--- config.mk ---
export PLATFORM = sky130hd
export DESIGN_NAME = trapezoidal_velocity_profile_core_flat
export DESIGN_NICKNAME = d
export VERILOG_FILES = /design/src/tvp_pkg.sv /design/src/tvp_in_if.sv /design/src/tvp_out_if.sv /design/src/tvp_mul.sv /design/src/tvp_div.sv /design/src/trapezoidal_velocity_profile_core.sv /design/src/flat_wrapper.sv
export SDC_FILE = /design/constraint.sdc
export NUM_CORES = 2
export LEC_CHECK = 0
export BUFFER_PORTS_ARGS = -buffer_cell sky130_fd_sc_hd__buf_4
export CORE_MARGIN = 1.5
export CORE_UTILIZATION = 50
export DETAILED_ROUTE_END_ITERATION = 10
export PLACE_DENSITY_LB_ADDON = 0.2
export SLEW_MARGIN = 40
export SYNTH_ARGS = -nofsm -noshare
export SYNTH_HDL_FRONTEND = slang
export SYNTH_SLANG_ARGS = --single-unit
export TNS_END_PERCENT = 5
--- constraint.sdc ---
create_clock -name clk -period 13.9 [get_ports clk]
set_input_delay 0.695 -clock clk [delete_from_list [all_inputs] [get_ports clk]]
set_output_delay 0.695 -clock clk [all_outputs]
set_load 0.01 [all_outputs]
--- src/tvp_pkg.sv ---
// Shared constants and types for the trapezoidal velocity profile block.
// No dependencies; the files that use it refer to it by scoped names.
package tvp_pkg;

  localparam int WORD_WIDTH_DEF = 32;
  localparam int FRAC_BITS_DEF  = 16;
  localparam int TICK_WIDTH     = 16;
  localparam int CFG_IDX_WIDTH  = 2;

  localparam logic [TICK_WIDTH-1:0] TICK_RESET = 16'd655;

  // Configuration register indexes
  localparam logic [CFG_IDX_WIDTH-1:0] CFG_DISTANCE = 2'd0;
  localparam logic [CFG_IDX_WIDTH-1:0] CFG_VELOCITY = 2'd1;
  localparam logic [CFG_IDX_WIDTH-1:0] CFG_ACCEL    = 2'd2;
  localparam logic [CFG_IDX_WIDTH-1:0] CFG_TICK     = 2'd3;

  // Profile phase codes
  typedef enum logic [1:0] {
    PH_ACCEL  = 2'd0,
    PH_CRUISE = 2'd1,
    PH_DECEL  = 2'd2,
    PH_DONE   = 2'd3
  } phase_t;

endpackage

--- src/tvp_in_if.sv ---
// Request channel carrying the restart flag.
// Depends on nothing.
interface tvp_in_if;
  logic valid;
  logic ready;
  logic restart;

  modport source (output valid, output restart, input ready);
  modport sink   (input valid, input restart, output ready);
endinterface

--- src/tvp_out_if.sv ---
// Result channel carrying one profile sample.
// Depends on tvp_pkg for the default word width.
interface tvp_out_if #(
  parameter int WORD_WIDTH = tvp_pkg::WORD_WIDTH_DEF
);
  logic                  valid;
  logic                  ready;
  logic [WORD_WIDTH-1:0] sample_time;
  logic [WORD_WIDTH-1:0] velocity;
  logic [WORD_WIDTH-1:0] position;
  logic [1:0]            phase;
  logic                  last;

  modport source (output valid, output sample_time, output velocity, output position,
                  output phase, output last, input ready);
  modport sink   (input valid, input sample_time, input velocity, input position,
                  input phase, input last, output ready);
endinterface

--- src/tvp_mul.sv ---
// Bit-serial fixed-point multiplier: one multiplier bit per cycle,
// result scaled down by FRAC_BITS and saturated. Uses tvp_pkg defaults.
module tvp_mul #(
  parameter int WORD_WIDTH = tvp_pkg::WORD_WIDTH_DEF,
  parameter int FRAC_BITS  = tvp_pkg::FRAC_BITS_DEF
) (
  input  logic                  clk,
  input  logic                  rst_n,
  input  logic                  start,
  input  logic [WORD_WIDTH-1:0] a,
  input  logic [WORD_WIDTH-1:0] b,
  output logic                  done,
  output logic [WORD_WIDTH-1:0] res
);
  localparam int W  = WORD_WIDTH;
  localparam int CW = $clog2(W);

  logic            busy_r, busy_nxt;
  logic            done_r, done_nxt;
  logic [CW-1:0]   cnt_r, cnt_nxt;
  logic [W-1:0]    mc_r, mc_nxt;
  logic [2*W-1:0]  pr_r, pr_nxt;
  logic [W:0]      sum;

  // Shift-add step
  always_comb begin
    busy_nxt = busy_r;
    done_nxt = 1'b0;
    cnt_nxt  = cnt_r;
    mc_nxt   = mc_r;
    pr_nxt   = pr_r;
    sum      = {1'b0, pr_r[2*W-1:W]} + (pr_r[0] ? {1'b0, mc_r} : '0);
    if (start) begin
      busy_nxt = 1'b1;
      cnt_nxt  = '0;
      mc_nxt   = a;
      pr_nxt   = {{W{1'b0}}, b};
    end else if (busy_r) begin
      pr_nxt  = {sum, pr_r[W-1:1]};
      cnt_nxt = cnt_r + 1'b1;
      if (cnt_r == CW'(W-1)) begin
        busy_nxt = 1'b0;
        done_nxt = 1'b1;
      end
    end
  end

  always_ff @(posedge clk) begin
    if (!rst_n) begin
      busy_r <= 1'b0;
      done_r <= 1'b0;
    end else begin
      busy_r <= busy_nxt;
      done_r <= done_nxt;
    end
  end

  always_ff @(posedge clk) begin
    cnt_r <= cnt_nxt;
    mc_r  <= mc_nxt;
    pr_r  <= pr_nxt;
  end

  // Scale and saturate
  assign res  = (|pr_r[2*W-1:W+FRAC_BITS]) ? '1 : pr_r[W+FRAC_BITS-1:FRAC_BITS];
  assign done = done_r;

endmodule

--- src/tvp_div.sv ---
// Restoring fixed-point divider, one quotient bit per cycle, saturating.
// A zero divisor yields the word maximum. Uses tvp_pkg defaults.
module tvp_div #(
  parameter int WORD_WIDTH = tvp_pkg::WORD_WIDTH_DEF,
  parameter int FRAC_BITS  = tvp_pkg::FRAC_BITS_DEF
) (
  input  logic                  clk,
  input  logic                  rst_n,
  input  logic                  start,
  input  logic [WORD_WIDTH-1:0] n,
  input  logic [WORD_WIDTH-1:0] d,
  output logic                  done,
  output logic [WORD_WIDTH-1:0] res
);
  localparam int W  = WORD_WIDTH;
  localparam int QW = WORD_WIDTH + FRAC_BITS;
  localparam int CW = $clog2(QW);

  logic          busy_r, busy_nxt;
  logic          done_r, done_nxt;
  logic [CW-1:0] cnt_r, cnt_nxt;
  logic [W:0]    rem_r, rem_nxt;
  logic [QW-1:0] nq_r, nq_nxt;
  logic [W-1:0]  d_r, d_nxt;
  logic [W:0]    sh;
  logic          qb;

  // Shift in one numerator bit, trial subtract
  always_comb begin
    busy_nxt = busy_r;
    done_nxt = 1'b0;
    cnt_nxt  = cnt_r;
    rem_nxt  = rem_r;
    nq_nxt   = nq_r;
    d_nxt    = d_r;
    sh       = {rem_r[W-1:0], nq_r[QW-1]};
    qb       = (sh >= {1'b0, d_r});
    if (start) begin
      busy_nxt = 1'b1;
      cnt_nxt  = '0;
      rem_nxt  = '0;
      nq_nxt   = {n, {FRAC_BITS{1'b0}}};
      d_nxt    = d;
    end else if (busy_r) begin
      rem_nxt = qb ? (sh - {1'b0, d_r}) : sh;
      nq_nxt  = {nq_r[QW-2:0], qb};
      cnt_nxt = cnt_r + 1'b1;
      if (cnt_r == CW'(QW-1)) begin
        busy_nxt = 1'b0;
        done_nxt = 1'b1;
      end
    end
  end

  always_ff @(posedge clk) begin
    if (!rst_n) begin
      busy_r <= 1'b0;
      done_r <= 1'b0;
    end else begin
      busy_r <= busy_nxt;
      done_r <= done_nxt;
    end
  end

  always_ff @(posedge clk) begin
    cnt_r <= cnt_nxt;
    rem_r <= rem_nxt;
    nq_r  <= nq_nxt;
    d_r   <= d_nxt;
  end

  // Saturate the quotient to the word
  assign res  = (|nq_r[QW-1:W]) ? '1 : nq_r[W-1:0];
  assign done = done_r;

endmodule

--- src/trapezoidal_velocity_profile_core.sv ---
// Trapezoidal velocity profile generator: sequencer around a serial
// multiplier and divider. Depends on tvp_pkg, tvp_in_if, tvp_out_if,
// tvp_mul and tvp_div.
//
// Usage: each request on in_ch carries restart. restart=1 plans a move from
// the configuration registers and returns the sample at time zero; restart=0
// advances time by one tick period unless the move has finished, and returns
// that sample. One sample per request leaves on out_ch. Registers are written
// on cfg_we; the user must write them only while idle, and the block itself
// does not enforce it. A tick request runs up to three products through the
// serial multiplier. A restart adds the plan: two divides, two products, and
// for a triangular move a third product and a square root that runs WORD_WIDTH
// trial squares through the multiplier.
// One request is worked on at a time; the next is taken while the previous
// sample still waits in the output register. If the receiver stalls, the
// finished sample holds there and the following one waits until it leaves.
// Reset (synchronous, rst_n low) loads the register defaults, clears the
// plan and drops any pending sample.
module trapezoidal_velocity_profile_core #(
  parameter int WORD_WIDTH = tvp_pkg::WORD_WIDTH_DEF,
  parameter int FRAC_BITS  = tvp_pkg::FRAC_BITS_DEF
) (
  input  logic                              clk,
  input  logic                              rst_n,
  input  logic                              cfg_we,
  input  logic [tvp_pkg::CFG_IDX_WIDTH-1:0] cfg_index,
  input  logic [WORD_WIDTH-1:0]             cfg_wdata,
  tvp_in_if.sink                            in_ch,
  tvp_out_if.source                         out_ch
);
  localparam int W  = WORD_WIDTH;
  localparam int TW = tvp_pkg::TICK_WIDTH;
  localparam int IW = $clog2(W);

  typedef enum logic [15:0] {
    S_IDLE   = 16'h0001,
    S_ADV    = 16'h0002,
    S_DIV_TA = 16'h0004,
    S_MUL_AT = 16'h0008,
    S_MUL_DA = 16'h0010,
    S_CHK    = 16'h0020,
    S_DIV_DA = 16'h0040,
    S_SQ     = 16'h0080,
    S_MUL_VP = 16'h0100,
    S_DIV_TC = 16'h0200,
    S_FIN    = 16'h0400,
    S_SEL    = 16'h0800,
    S_MUL_V  = 16'h1000,
    S_MUL_P  = 16'h2000,
    S_MUL_Q  = 16'h4000,
    S_POS    = 16'h8000
  } state_t;

  function automatic logic [W-1:0] add_sat(input logic [W-1:0] a, input logic [W-1:0] b);
    logic [W:0] s;
    s = {1'b0, a} + {1'b0, b};
    return s[W] ? '1 : s[W-1:0];
  endfunction

  function automatic logic [W-1:0] sub_floor(input logic [W-1:0] a, input logic [W-1:0] b);
    return (a > b) ? (a - b) : '0;
  endfunction

  // Configuration registers
  logic [W-1:0]  dist_r, vlim_r, alim_r;
  logic [TW-1:0] tick_r;

  always_ff @(posedge clk) begin
    if (!rst_n) begin
      dist_r <= '0;
      vlim_r <= W'(1) << FRAC_BITS;
      alim_r <= W'(1) << FRAC_BITS;
      tick_r <= tvp_pkg::TICK_RESET;
    end else if (cfg_we) begin
      unique case (cfg_index)
        tvp_pkg::CFG_DISTANCE: dist_r <= cfg_wdata;
        tvp_pkg::CFG_VELOCITY: vlim_r <= cfg_wdata;
        tvp_pkg::CFG_ACCEL:    alim_r <= cfg_wdata;
        tvp_pkg::CFG_TICK:     tick_r <= cfg_wdata[TW-1:0];
        default: ;
      endcase
    end
  end

  // Sequencer state
  state_t        state_r, state_nxt;
  logic          issued_r, issued_nxt;
  logic [W-1:0]  t_r, t_nxt;
  logic [W-1:0]  aet_r, aet_nxt, cet_r, cet_nxt, tot_r, tot_nxt;
  logic [W-1:0]  vp_r, vp_nxt, da_r, da_nxt, dc_r, dc_nxt;
  logic          fin_r, fin_nxt;
  // Working values
  logic [W-1:0]  ta_r, ta_nxt, tc_r, tc_nxt, x_r, x_nxt, rt_r, rt_nxt;
  logic [IW-1:0] sqi_r, sqi_nxt;
  logic [W-1:0]  u_r, u_nxt, v_r, v_nxt, au_r, au_nxt, m_r, m_nxt;
  logic [W-1:0]  qq_r, qq_nxt, dd_r, dd_nxt;
  tvp_pkg::phase_t ph_r, ph_nxt;
  // Output register
  logic          ov_r, ov_nxt;
  logic [W-1:0]  ot_r, ot_nxt, ovel_r, ovel_nxt, opos_r, opos_nxt;
  tvp_pkg::phase_t oph_r, oph_nxt;
  logic          olast_r, olast_nxt;

  // Arithmetic units
  logic          mul_go, div_go, mul_done, div_done;
  logic [W-1:0]  mul_a, mul_b, mul_res, div_n, div_d, div_res;
  logic [W-1:0]  cand;
  logic [W:0]    da2;
  logic [W-1:0]  pos, pos_c;
  logic          out_free, in_fire;

  tvp_mul #(.WORD_WIDTH(W), .FRAC_BITS(FRAC_BITS)) u_mul (
    .clk(clk), .rst_n(rst_n), .start(mul_go), .a(mul_a), .b(mul_b),
    .done(mul_done), .res(mul_res)
  );

  tvp_div #(.WORD_WIDTH(W), .FRAC_BITS(FRAC_BITS)) u_div (
    .clk(clk), .rst_n(rst_n), .start(div_go), .n(div_n), .d(div_d),
    .done(div_done), .res(div_res)
  );

  assign cand     = rt_r | (W'(1) << sqi_r);
  assign da2      = {da_r, 1'b0};
  assign out_free = !ov_r || out_ch.ready;
  assign in_fire  = in_ch.valid && in_ch.ready;

  // Select unit operands per step
  always_comb begin
    mul_a = alim_r;
    mul_b = t_r;
    div_n = vlim_r;
    div_d = alim_r;
    unique case (state_r)
      S_MUL_AT: mul_b = ta_r;
      S_MUL_DA: begin
        mul_a = x_r;
        mul_b = ta_r;
      end
      S_SQ: begin
        mul_a = cand;
        mul_b = cand;
      end
      S_MUL_VP: mul_b = ta_r;
      S_MUL_V:  mul_b = (ph_r == tvp_pkg::PH_ACCEL) ? t_r : u_r;
      S_MUL_P: begin
        mul_a = (ph_r == tvp_pkg::PH_ACCEL) ? v_r : vp_r;
        mul_b = (ph_r == tvp_pkg::PH_ACCEL) ? t_r : u_r;
      end
      S_MUL_Q: begin
        mul_a = au_r;
        mul_b = u_r;
      end
      S_DIV_DA: div_n = dist_r;
      S_DIV_TC: begin
        div_n = dc_r;
        div_d = vlim_r;
      end
      default: ;
    endcase
  end

  assign mul_go = !issued_r && (state_r == S_MUL_AT || state_r == S_MUL_DA ||
                  state_r == S_SQ || state_r == S_MUL_VP || state_r == S_MUL_V ||
                  state_r == S_MUL_P || state_r == S_MUL_Q);
  assign div_go = !issued_r && (state_r == S_DIV_TA || state_r == S_DIV_DA ||
                  state_r == S_DIV_TC);

  // Position before and after clamping
  always_comb begin
    case (ph_r)
      tvp_pkg::PH_ACCEL:  pos = m_r >> 1;
      tvp_pkg::PH_CRUISE: pos = add_sat(da_r, m_r);
      tvp_pkg::PH_DECEL:  pos = sub_floor(add_sat(dd_r, m_r), qq_r >> 1);
      default:            pos = dist_r;
    endcase
    pos_c = (pos > dist_r) ? dist_r : pos;
  end

  // Step the sequencer
  always_comb begin
    state_nxt = state_r;
    issued_nxt = issued_r;
    t_nxt = t_r;   aet_nxt = aet_r; cet_nxt = cet_r; tot_nxt = tot_r;
    vp_nxt = vp_r; da_nxt = da_r;   dc_nxt = dc_r;   fin_nxt = fin_r;
    ta_nxt = ta_r; tc_nxt = tc_r;   x_nxt = x_r;     rt_nxt = rt_r;
    sqi_nxt = sqi_r; u_nxt = u_r;   v_nxt = v_r;     au_nxt = au_r;
    m_nxt = m_r;   qq_nxt = qq_r;   dd_nxt = dd_r;   ph_nxt = ph_r;
    ov_nxt = ov_r; ot_nxt = ot_r;   ovel_nxt = ovel_r; opos_nxt = opos_r;
    oph_nxt = oph_r; olast_nxt = olast_r;

    if (mul_go || div_go) issued_nxt = 1'b1;
    if (mul_done || div_done) issued_nxt = 1'b0;
    if (ov_r && out_ch.ready) ov_nxt = 1'b0;

    unique case (state_r)
      S_IDLE: begin
        if (in_fire) state_nxt = in_ch.restart ? S_DIV_TA : S_ADV;
      end
      S_ADV: begin
        if (!fin_r) t_nxt = add_sat(t_r, {{(W-TW){1'b0}}, tick_r});
        state_nxt = S_SEL;
      end
      S_DIV_TA: begin
        if (div_done) begin
          ta_nxt = div_res;
          state_nxt = S_MUL_AT;
        end
      end
      S_MUL_AT: begin
        if (mul_done) begin
          x_nxt = mul_res;
          state_nxt = S_MUL_DA;
        end
      end
      S_MUL_DA: begin
        if (mul_done) begin
          da_nxt = mul_res >> 1;
          state_nxt = S_CHK;
        end
      end
      // Triangular when twice the ramp distance overshoots the move
      S_CHK: begin
        if (da2 > {1'b0, dist_r}) begin
          state_nxt = S_DIV_DA;
        end else begin
          vp_nxt = vlim_r;
          dc_nxt = dist_r - da2[W-1:0];
          state_nxt = S_DIV_TC;
        end
      end
      S_DIV_DA: begin
        if (div_done) begin
          x_nxt = div_res;
          rt_nxt = '0;
          sqi_nxt = IW'(W-1);
          state_nxt = S_SQ;
        end
      end
      // Square root, one result bit per trial square
      S_SQ: begin
        if (mul_done) begin
          if (mul_res <= x_r) rt_nxt = cand;
          if (sqi_r == '0) begin
            ta_nxt = (mul_res <= x_r) ? cand : rt_r;
            state_nxt = S_MUL_VP;
          end else begin
            sqi_nxt = sqi_r - 1'b1;
          end
        end
      end
      S_MUL_VP: begin
        if (mul_done) begin
          vp_nxt = mul_res;
          da_nxt = dist_r >> 1;
          dc_nxt = '0;
          tc_nxt = '0;
          state_nxt = S_FIN;
        end
      end
      S_DIV_TC: begin
        if (div_done) begin
          tc_nxt = div_res;
          state_nxt = S_FIN;
        end
      end
      S_FIN: begin
        aet_nxt = ta_r;
        cet_nxt = add_sat(ta_r, tc_r);
        tot_nxt = add_sat(add_sat(ta_r, ta_r), tc_r);
        t_nxt = '0;
        fin_nxt = 1'b0;
        state_nxt = S_SEL;
      end
      // Pick the phase for the current time
      S_SEL: begin
        dd_nxt = add_sat(da_r, dc_r);
        if (t_r < aet_r) begin
          ph_nxt = tvp_pkg::PH_ACCEL;
          state_nxt = S_MUL_V;
        end else if (t_r < cet_r) begin
          ph_nxt = tvp_pkg::PH_CRUISE;
          v_nxt = vp_r;
          u_nxt = t_r - aet_r;
          state_nxt = S_MUL_P;
        end else if (t_r < tot_r) begin
          ph_nxt = tvp_pkg::PH_DECEL;
          u_nxt = t_r - cet_r;
          state_nxt = S_MUL_V;
        end else begin
          ph_nxt = tvp_pkg::PH_DONE;
          v_nxt = '0;
          state_nxt = S_POS;
        end
      end
      S_MUL_V: begin
        if (mul_done) begin
          au_nxt = mul_res;
          v_nxt = (ph_r == tvp_pkg::PH_ACCEL) ? mul_res : sub_floor(vp_r, mul_res);
          state_nxt = S_MUL_P;
        end
      end
      S_MUL_P: begin
        if (mul_done) begin
          m_nxt = mul_res;
          state_nxt = (ph_r == tvp_pkg::PH_DECEL) ? S_MUL_Q : S_POS;
        end
      end
      S_MUL_Q: begin
        if (mul_done) begin
          qq_nxt = mul_res;
          state_nxt = S_POS;
        end
      end
      // Load the sample once the output register is free
      S_POS: begin
        if (out_free) begin
          ov_nxt = 1'b1;
          ot_nxt = t_r;
          ovel_nxt = v_r;
          opos_nxt = pos_c;
          oph_nxt = ph_r;
          olast_nxt = (t_r > tot_r) || (t_r == '1);
          if ((t_r > tot_r) || (t_r == '1)) fin_nxt = 1'b1;
          state_nxt = S_IDLE;
        end
      end
      default: state_nxt = S_IDLE;
    endcase
  end

  always_ff @(posedge clk) begin
    if (!rst_n) begin
      state_r  <= S_IDLE;
      issued_r <= 1'b0;
      ov_r     <= 1'b0;
      t_r      <= '0;
      aet_r    <= '0;
      cet_r    <= '0;
      tot_r    <= '0;
      vp_r     <= '0;
      da_r     <= '0;
      dc_r     <= '0;
      fin_r    <= 1'b0;
    end else begin
      state_r  <= state_nxt;
      issued_r <= issued_nxt;
      ov_r     <= ov_nxt;
      t_r      <= t_nxt;
      aet_r    <= aet_nxt;
      cet_r    <= cet_nxt;
      tot_r    <= tot_nxt;
      vp_r     <= vp_nxt;
      da_r     <= da_nxt;
      dc_r     <= dc_nxt;
      fin_r    <= fin_nxt;
    end
  end

  always_ff @(posedge clk) begin
    ta_r    <= ta_nxt;
    tc_r    <= tc_nxt;
    x_r     <= x_nxt;
    rt_r    <= rt_nxt;
    sqi_r   <= sqi_nxt;
    u_r     <= u_nxt;
    v_r     <= v_nxt;
    au_r    <= au_nxt;
    m_r     <= m_nxt;
    qq_r    <= qq_nxt;
    dd_r    <= dd_nxt;
    ph_r    <= ph_nxt;
    ot_r    <= ot_nxt;
    ovel_r  <= ovel_nxt;
    opos_r  <= opos_nxt;
    oph_r   <= oph_nxt;
    olast_r <= olast_nxt;
  end

  // Channel drive
  assign in_ch.ready        = (state_r == S_IDLE);
  assign out_ch.valid       = ov_r;
  assign out_ch.sample_time = ot_r;
  assign out_ch.velocity    = ovel_r;
  assign out_ch.position    = opos_r;
  assign out_ch.phase       = oph_r;
  assign out_ch.last        = olast_r;

  // Checks
  a_plan_order: assert property (@(posedge clk) disable iff (!rst_n)
    (cet_r >= aet_r) && (tot_r >= cet_r))
    else $error("plan boundaries out of order");

  a_last_done: assert property (@(posedge clk) disable iff (!rst_n)
    (ov_r && olast_r) |-> (oph_r == tvp_pkg::PH_DONE))
    else $error("last sample not in done phase");

  a_req_busy: assert property (@(posedge clk) disable iff (!rst_n)
    in_fire |=> (state_r != S_IDLE))
    else $error("request accepted without starting work");

  a_one_unit: assert property (@(posedge clk) disable iff (!rst_n)
    !(mul_go && div_go))
    else $error("multiplier and divider started together");

endmodule
--- src/flat_wrapper.sv ---
// flat-port wrapper written by rule: the top's interface ports become plain ports
module trapezoidal_velocity_profile_core_flat 
#(
  parameter int WORD_WIDTH = tvp_pkg::WORD_WIDTH_DEF,
  parameter int FRAC_BITS  = tvp_pkg::FRAC_BITS_DEF
)
  (clk, rst_n, cfg_we, cfg_index, cfg_wdata, in_ch_valid, in_ch_restart, in_ch_ready, out_ch_valid, out_ch_sample_time, out_ch_velocity, out_ch_position, out_ch_phase, out_ch_last, out_ch_ready);
  tvp_in_if in_ch_i ();
  tvp_out_if #(.WORD_WIDTH(WORD_WIDTH)) out_ch_i ();
  input  logic clk;
  input  logic rst_n;
  input  logic cfg_we;
  input  logic [tvp_pkg::CFG_IDX_WIDTH-1:0] cfg_index;
  input  logic [WORD_WIDTH-1:0] cfg_wdata;
  input wire logic [$bits(in_ch_i.valid)-1:0] in_ch_valid;
  input wire logic [$bits(in_ch_i.restart)-1:0] in_ch_restart;
  output wire logic [$bits(in_ch_i.ready)-1:0] in_ch_ready;
  output wire logic [$bits(out_ch_i.valid)-1:0] out_ch_valid;
  output wire logic [$bits(out_ch_i.sample_time)-1:0] out_ch_sample_time;
  output wire logic [$bits(out_ch_i.velocity)-1:0] out_ch_velocity;
  output wire logic [$bits(out_ch_i.position)-1:0] out_ch_position;
  output wire logic [$bits(out_ch_i.phase)-1:0] out_ch_phase;
  output wire logic [$bits(out_ch_i.last)-1:0] out_ch_last;
  input wire logic [$bits(out_ch_i.ready)-1:0] out_ch_ready;
  assign in_ch_i.valid = in_ch_valid;
  assign in_ch_i.restart = in_ch_restart;
  assign in_ch_ready = in_ch_i.ready;
  assign out_ch_valid = out_ch_i.valid;
  assign out_ch_sample_time = out_ch_i.sample_time;
  assign out_ch_velocity = out_ch_i.velocity;
  assign out_ch_position = out_ch_i.position;
  assign out_ch_phase = out_ch_i.phase;
  assign out_ch_last = out_ch_i.last;
  assign out_ch_i.ready = out_ch_ready;
  trapezoidal_velocity_profile_core #(.WORD_WIDTH(WORD_WIDTH), .FRAC_BITS(FRAC_BITS)) u_core (.clk(clk), .rst_n(rst_n), .cfg_we(cfg_we), .cfg_index(cfg_index), .cfg_wdata(cfg_wdata), .in_ch(in_ch_i), .out_ch(out_ch_i));
endmodule
==> impl_metrics.xml <==
<?xml version="1.0" encoding="UTF-8"?>
<metrics>
  <group name="run_status">
    <metric name="status" unit="">completed</metric>
  </group>
  <group name="sta">
    <metric name="timing.fmax" unit="MHz">103</metric>
    <metric name="tns" unit="ps">0</metric>
    <metric name="report.final.setup_viol" unit="">0</metric>
    <metric name="whs" unit="ps">193</metric>
    <metric name="tightest_slew" unit="ps">960</metric>
    <metric name="final_min_period_over_clock_period" unit="%">69.8</metric>
    <metric name="final_hold_violation_count" unit="">0</metric>
    <metric name="fin_skew" unit="ps">35.6</metric>
    <metric name="slew-limit-headroom" unit="%">35.6</metric>
    <metric name="final_max_slew_viol_count" unit="">0</metric>
    <metric name="finalCriticalPeriod" unit="ps">9700</metric>
    <metric name="rsz0062_at_grt" unit="">false</metric>
  </group>
  <group name="worst_setup_path">
    <metric name="r2r_setup_slack" unit="ps">4200</metric>
    <metric name="critical_path.endpoint_type" unit="">flop</metric>
    <metric name="worst_path_max_delay_cell" unit="">sky130_fd_sc_hd__fa_1</metric>
    <metric name="startpoint" unit="">u_core.m_r[0]</metric>
    <metric name="critPathRequiredTime" unit="ps">14450</metric>
    <metric name="crit_path_end" unit="">u_core.out_ch.position[13]</metric>
    <metric name="setup.worst_path.start_class" unit="">flop</metric>
    <metric name="critical_path.max_fanout" unit="">32</metric>
    <metric name="critical_path_class" unit="">flop to flop</metric>
    <metric name="worst_r2r_path_depth" unit="">36</metric>
    <metric name="endpoint_arrival_time_on_the_critical_path" unit="ps">10250</metric>
    <metric name="reg_to_reg_end" unit="">u_core.out_ch.position[13]</metric>
    <metric name="rr_startpoint" unit="">u_core.m_r[0]</metric>
    <metric name="critPathMaxStageDelay" unit="ps">440</metric>
  </group>
  <group name="clocking">
    <metric name="clkSlewWorstSetupHoldPaths" unit="ps">60</metric>
    <metric name="cts_tree" unit="">built</metric>
    <metric name="clock_sink_count" unit="">1002</metric>
    <metric name="clk_path_buf_depth" unit="">3</metric>
    <metric name="cts.repair.resized" unit="">0</metric>
    <metric name="cts-htree-levels" unit="">3</metric>
    <metric name="cts-buffers-inserted" unit="">116</metric>
    <metric name="ctsRootBufferMaster" unit="">sky130_fd_sc_hd__clkbuf_16</metric>
    <metric name="setup_fix_buffers_added_after_clock_tree_synthesis" unit="">0</metric>
    <metric name="clk_latency" unit="ps">760</metric>
    <metric name="hold_buffers" unit="">0</metric>
  </group>
  <group name="power">
    <metric name="static-leakage-power" unit="uW">0.0289</metric>
    <metric name="vdd_ir_drop_max" unit="mV">0.121</metric>
    <metric name="power_per_cell_area" unit="mW/mm^2">116</metric>
  </group>
  <group name="synthesis">
    <metric name="largest_family_of_logic_cells_by_synthesized_area" unit="">compound AO/OA/AOI/OAI gates</metric>
    <metric name="postSynthCellCount" unit="">7261</metric>
    <metric name="mux_contribution_to_synthesized_area" unit="%">1.38</metric>
    <metric name="synth-simple-area-share" unit="%">16.4</metric>
    <metric name="synthDominantAreaCellType" unit="">sky130_fd_sc_hd__edfxtp_1</metric>
    <metric name="synthArstFlopShare" unit="%">0</metric>
    <metric name="synth.cell_area" unit="sq mm">0.0643</metric>
    <metric name="leading_cell_types_by_count_after_synthesis" unit="">978 x sky130_fd_sc_hd__nand2_1, 637 x sky130_fd_sc_hd__a21oi_1, 553 x sky130_fd_sc_hd__edfxtp_1</metric>
    <metric name="synth_xor_xnor_area_share" unit="%">4.43</metric>
    <metric name="post-synth-top-count-cell" unit="">sky130_fd_sc_hd__nand2_1</metric>
    <metric name="synth-compound-area-share" unit="%">22.9</metric>
    <metric name="syn_nets" unit="">7842</metric>
    <metric name="post_synth_main_area_contributors" unit="">sky130_fd_sc_hd__edfxtp_1 26%, sky130_fd_sc_hd__dfxtp_1 14%, sky130_fd_sc_hd__ha_1 10%</metric>
    <metric name="synth_largest_type_area_fraction" unit="%">25.8</metric>
    <metric name="ys.warnings.count" unit="">0</metric>
    <metric name="synth_enable_flop_cells" unit="">553</metric>
    <metric name="synth_sequential_area_ratio" unit="%">39.8</metric>
    <metric name="synth_adder_area_share" unit="%">10.7</metric>
    <metric name="synth.lib_cells_used.distinct" unit="">100</metric>
    <metric name="syn_area_per_cell" unit="sq um">8.85</metric>
    <metric name="synth-seq-cells" unit="">1002</metric>
    <metric name="yosys_most_used_dff" unit="">sky130_fd_sc_hd__edfxtp_1</metric>
  </group>
  <group name="global_routing">
    <metric name="largest_net_degree_at_the_start_of_global_routing" unit="">151</metric>
    <metric name="grt_first_pass_wirelength" unit="microns">363000</metric>
    <metric name="antenna_violations_before_repair" unit="">13</metric>
    <metric name="global_route_usage_sum" unit="%">37.4</metric>
    <metric name="globalRouteOverflowTotal" unit="">0</metric>
    <metric name="grt_pass1_vias" unit="">53591</metric>
  </group>
  <group name="layout">
    <metric name="largest_reg_flops" unit="">64</metric>
    <metric name="top_register" unit="">u_core.u_mul.pr_r</metric>
    <metric name="post_route_cells_drive_above_1_share" unit="%">8.21</metric>
    <metric name="reg_top3" unit="">u_core.u_mul.pr_r (64), u_core.u_div.nq_r (48)</metric>
    <metric name="finish.net_count" unit="">7870</metric>
    <metric name="syn2layout_area_growth" unit="%">10.8</metric>
    <metric name="layout.core_utilization" unit="%">55.8</metric>
  </group>
  <group name="routing">
    <metric name="drt_first_iter_violations" unit="">7951</metric>
    <metric name="routed-via-count" unit="">58233</metric>
    <metric name="drt-wirelength-per-cell" unit="microns">27.8</metric>
    <metric name="route.detailed.vias_per_inst" unit="">6.43</metric>
    <metric name="firstDrtPassIters" unit="">7</metric>
    <metric name="route.antenna.remaining_nets" unit="">0</metric>
    <metric name="drc" unit="">0</metric>
    <metric name="postRouteWirelength" unit="microns">252000</metric>
  </group>
  <group name="die">
    <metric name="ioPinCount" unit="">141</metric>
    <metric name="initial_utilization" unit="%">50.4</metric>
    <metric name="die_height" unit="microns">362</metric>
    <metric name="design.die.area" unit="sq mm">0.131</metric>
    <metric name="chipWidth" unit="microns">362</metric>
    <metric name="core_area" unit="sq mm">0.128</metric>
    <metric name="rows" unit="">131</metric>
  </group>
  <group name="job">
    <metric name="max_cap_viol_count" unit="">0</metric>
  </group>
  <group name="hold_path">
    <metric name="worst_hold_path_type" unit="">input port to flop</metric>
  </group>
  <group name="placement">
    <metric name="place.gp.congestion" unit="">0.988</metric>
    <metric name="post-dp-hpwl" unit="microns">188000</metric>
    <metric name="port-buffer-count" unit="">140</metric>
  </group>
</metrics>
## how the worst min path moves through the flow
stage / slack, ps / startpoint / end / cells after the start
floorplan: 430 / u_core.v_r[0] / u_core.out_ch.velocity[0] / 0
global placement: 450 / u_core.v_r[4] / u_core.out_ch.velocity[4] / 0
detailed placement: 450 / u_core.v_r[4] / u_core.out_ch.velocity[4] / 0
CTS: 150 / in_ch_restart / u_core.state_r[1] / 2
global route: 180 / in_ch_restart / u_core.state_r[1] / 2
finish: 190 / in_ch_restart / u_core.state_r[1] / 2
## placed cells by master, fill, tap and decap left out, types with 70 or more instances in the layout
cell type	synthesis	layout
sky130_fd_sc_hd__nand2_1	978	977
sky130_fd_sc_hd__a21oi_1	637	634
sky130_fd_sc_hd__edfxtp_1	553	553
sky130_fd_sc_hd__nor2_1	551	543
sky130_fd_sc_hd__ha_1	528	528
sky130_fd_sc_hd__dfxtp_1	449	447
sky130_fd_sc_hd__o21ai_0	438	425
sky130_fd_sc_hd__inv_1	386	384
sky130_fd_sc_hd__buf_4	6	233
sky130_fd_sc_hd__a21o_1	199	199
sky130_fd_sc_hd__xnor2_1	181	181
sky130_fd_sc_hd__a21boi_0	160	159
sky130_fd_sc_hd__o21a_1	152	152
sky130_fd_sc_hd__nor2b_1	150	148
sky130_fd_sc_hd__xor2_1	144	144
sky130_fd_sc_hd__nand3_1	136	133
sky130_fd_sc_hd__clkbuf_16	0	121
sky130_fd_sc_hd__mux2i_1	83	83
sky130_fd_sc_hd__a211oi_1	87	79
sky130_fd_sc_hd__or2_2	74	76
sky130_fd_sc_hd__nor3_1	75	75
sky130_fd_sc_hd__a31oi_1	71	70
## metal layers
metal	up-vias	GRT usage, %	wire (microns)
li1	26263	-	-
met2	3270	54.5	105000
met3	520	9.49	30300
met5	-	0	66
met4	10	15.4	11200
met1	28170	52.6	106000
## critical path, delay by kind of cell (launching register included)
kind | cells | cell delay, ps
and+or+nand+nor | 9 | 1660
adders and majority gates | 4 | 1370
DFF | 1 | 420
AOI/OAI and AO/OA | 19 | 4600
buffers and inverters | 4 | 1460
## final cells by class
cell class	count	area, sq um
Tap cell	1662	2080
Antenna cell	9	22.5
Multi-Input combinational cell	5536	36100
Sequential cell	1002	25600
Inverter	389	1460
Clock inverter	66	672
Fill cell	11649	56300
Timing Repair Buffer	244	1920
Clock buffer	155	3300
## kinds of logic (layout without fill, tap and decap cells)
group	count (synthesis)	count (layout)
and+or+nand+nor	2312	2312
AOI/OAI and AO/OA	2270	2270
DFF	1002	1002
buffers and inverters	723	854
adders and majority gates	541	541
xor gates and xnor gates	325	325
muxes	88	88
other	0	9
## power by group
part           switching, uW  internal (uW)  leakage, uW
clock                   1370           1850      0.00195
combinational            982            637       0.0187
sequential               152           3280      0.00831
## stage by stage
stage	std cells	total power [uW]	setup slack [ps]	instance area [sq um]
2_1_floorplan	7261	4600	6350	64300
3_3_place_gp	8828	5030	4360	67000
3_5_place_dp	8832	5060	4390	67200
6_report	9063	8270	4200	71200
5_1_grt	9054	8580	3730	71200
4_1_cts	9053	8260	4290	71100
No activity file was read; power rests on OpenSTA's default activity.
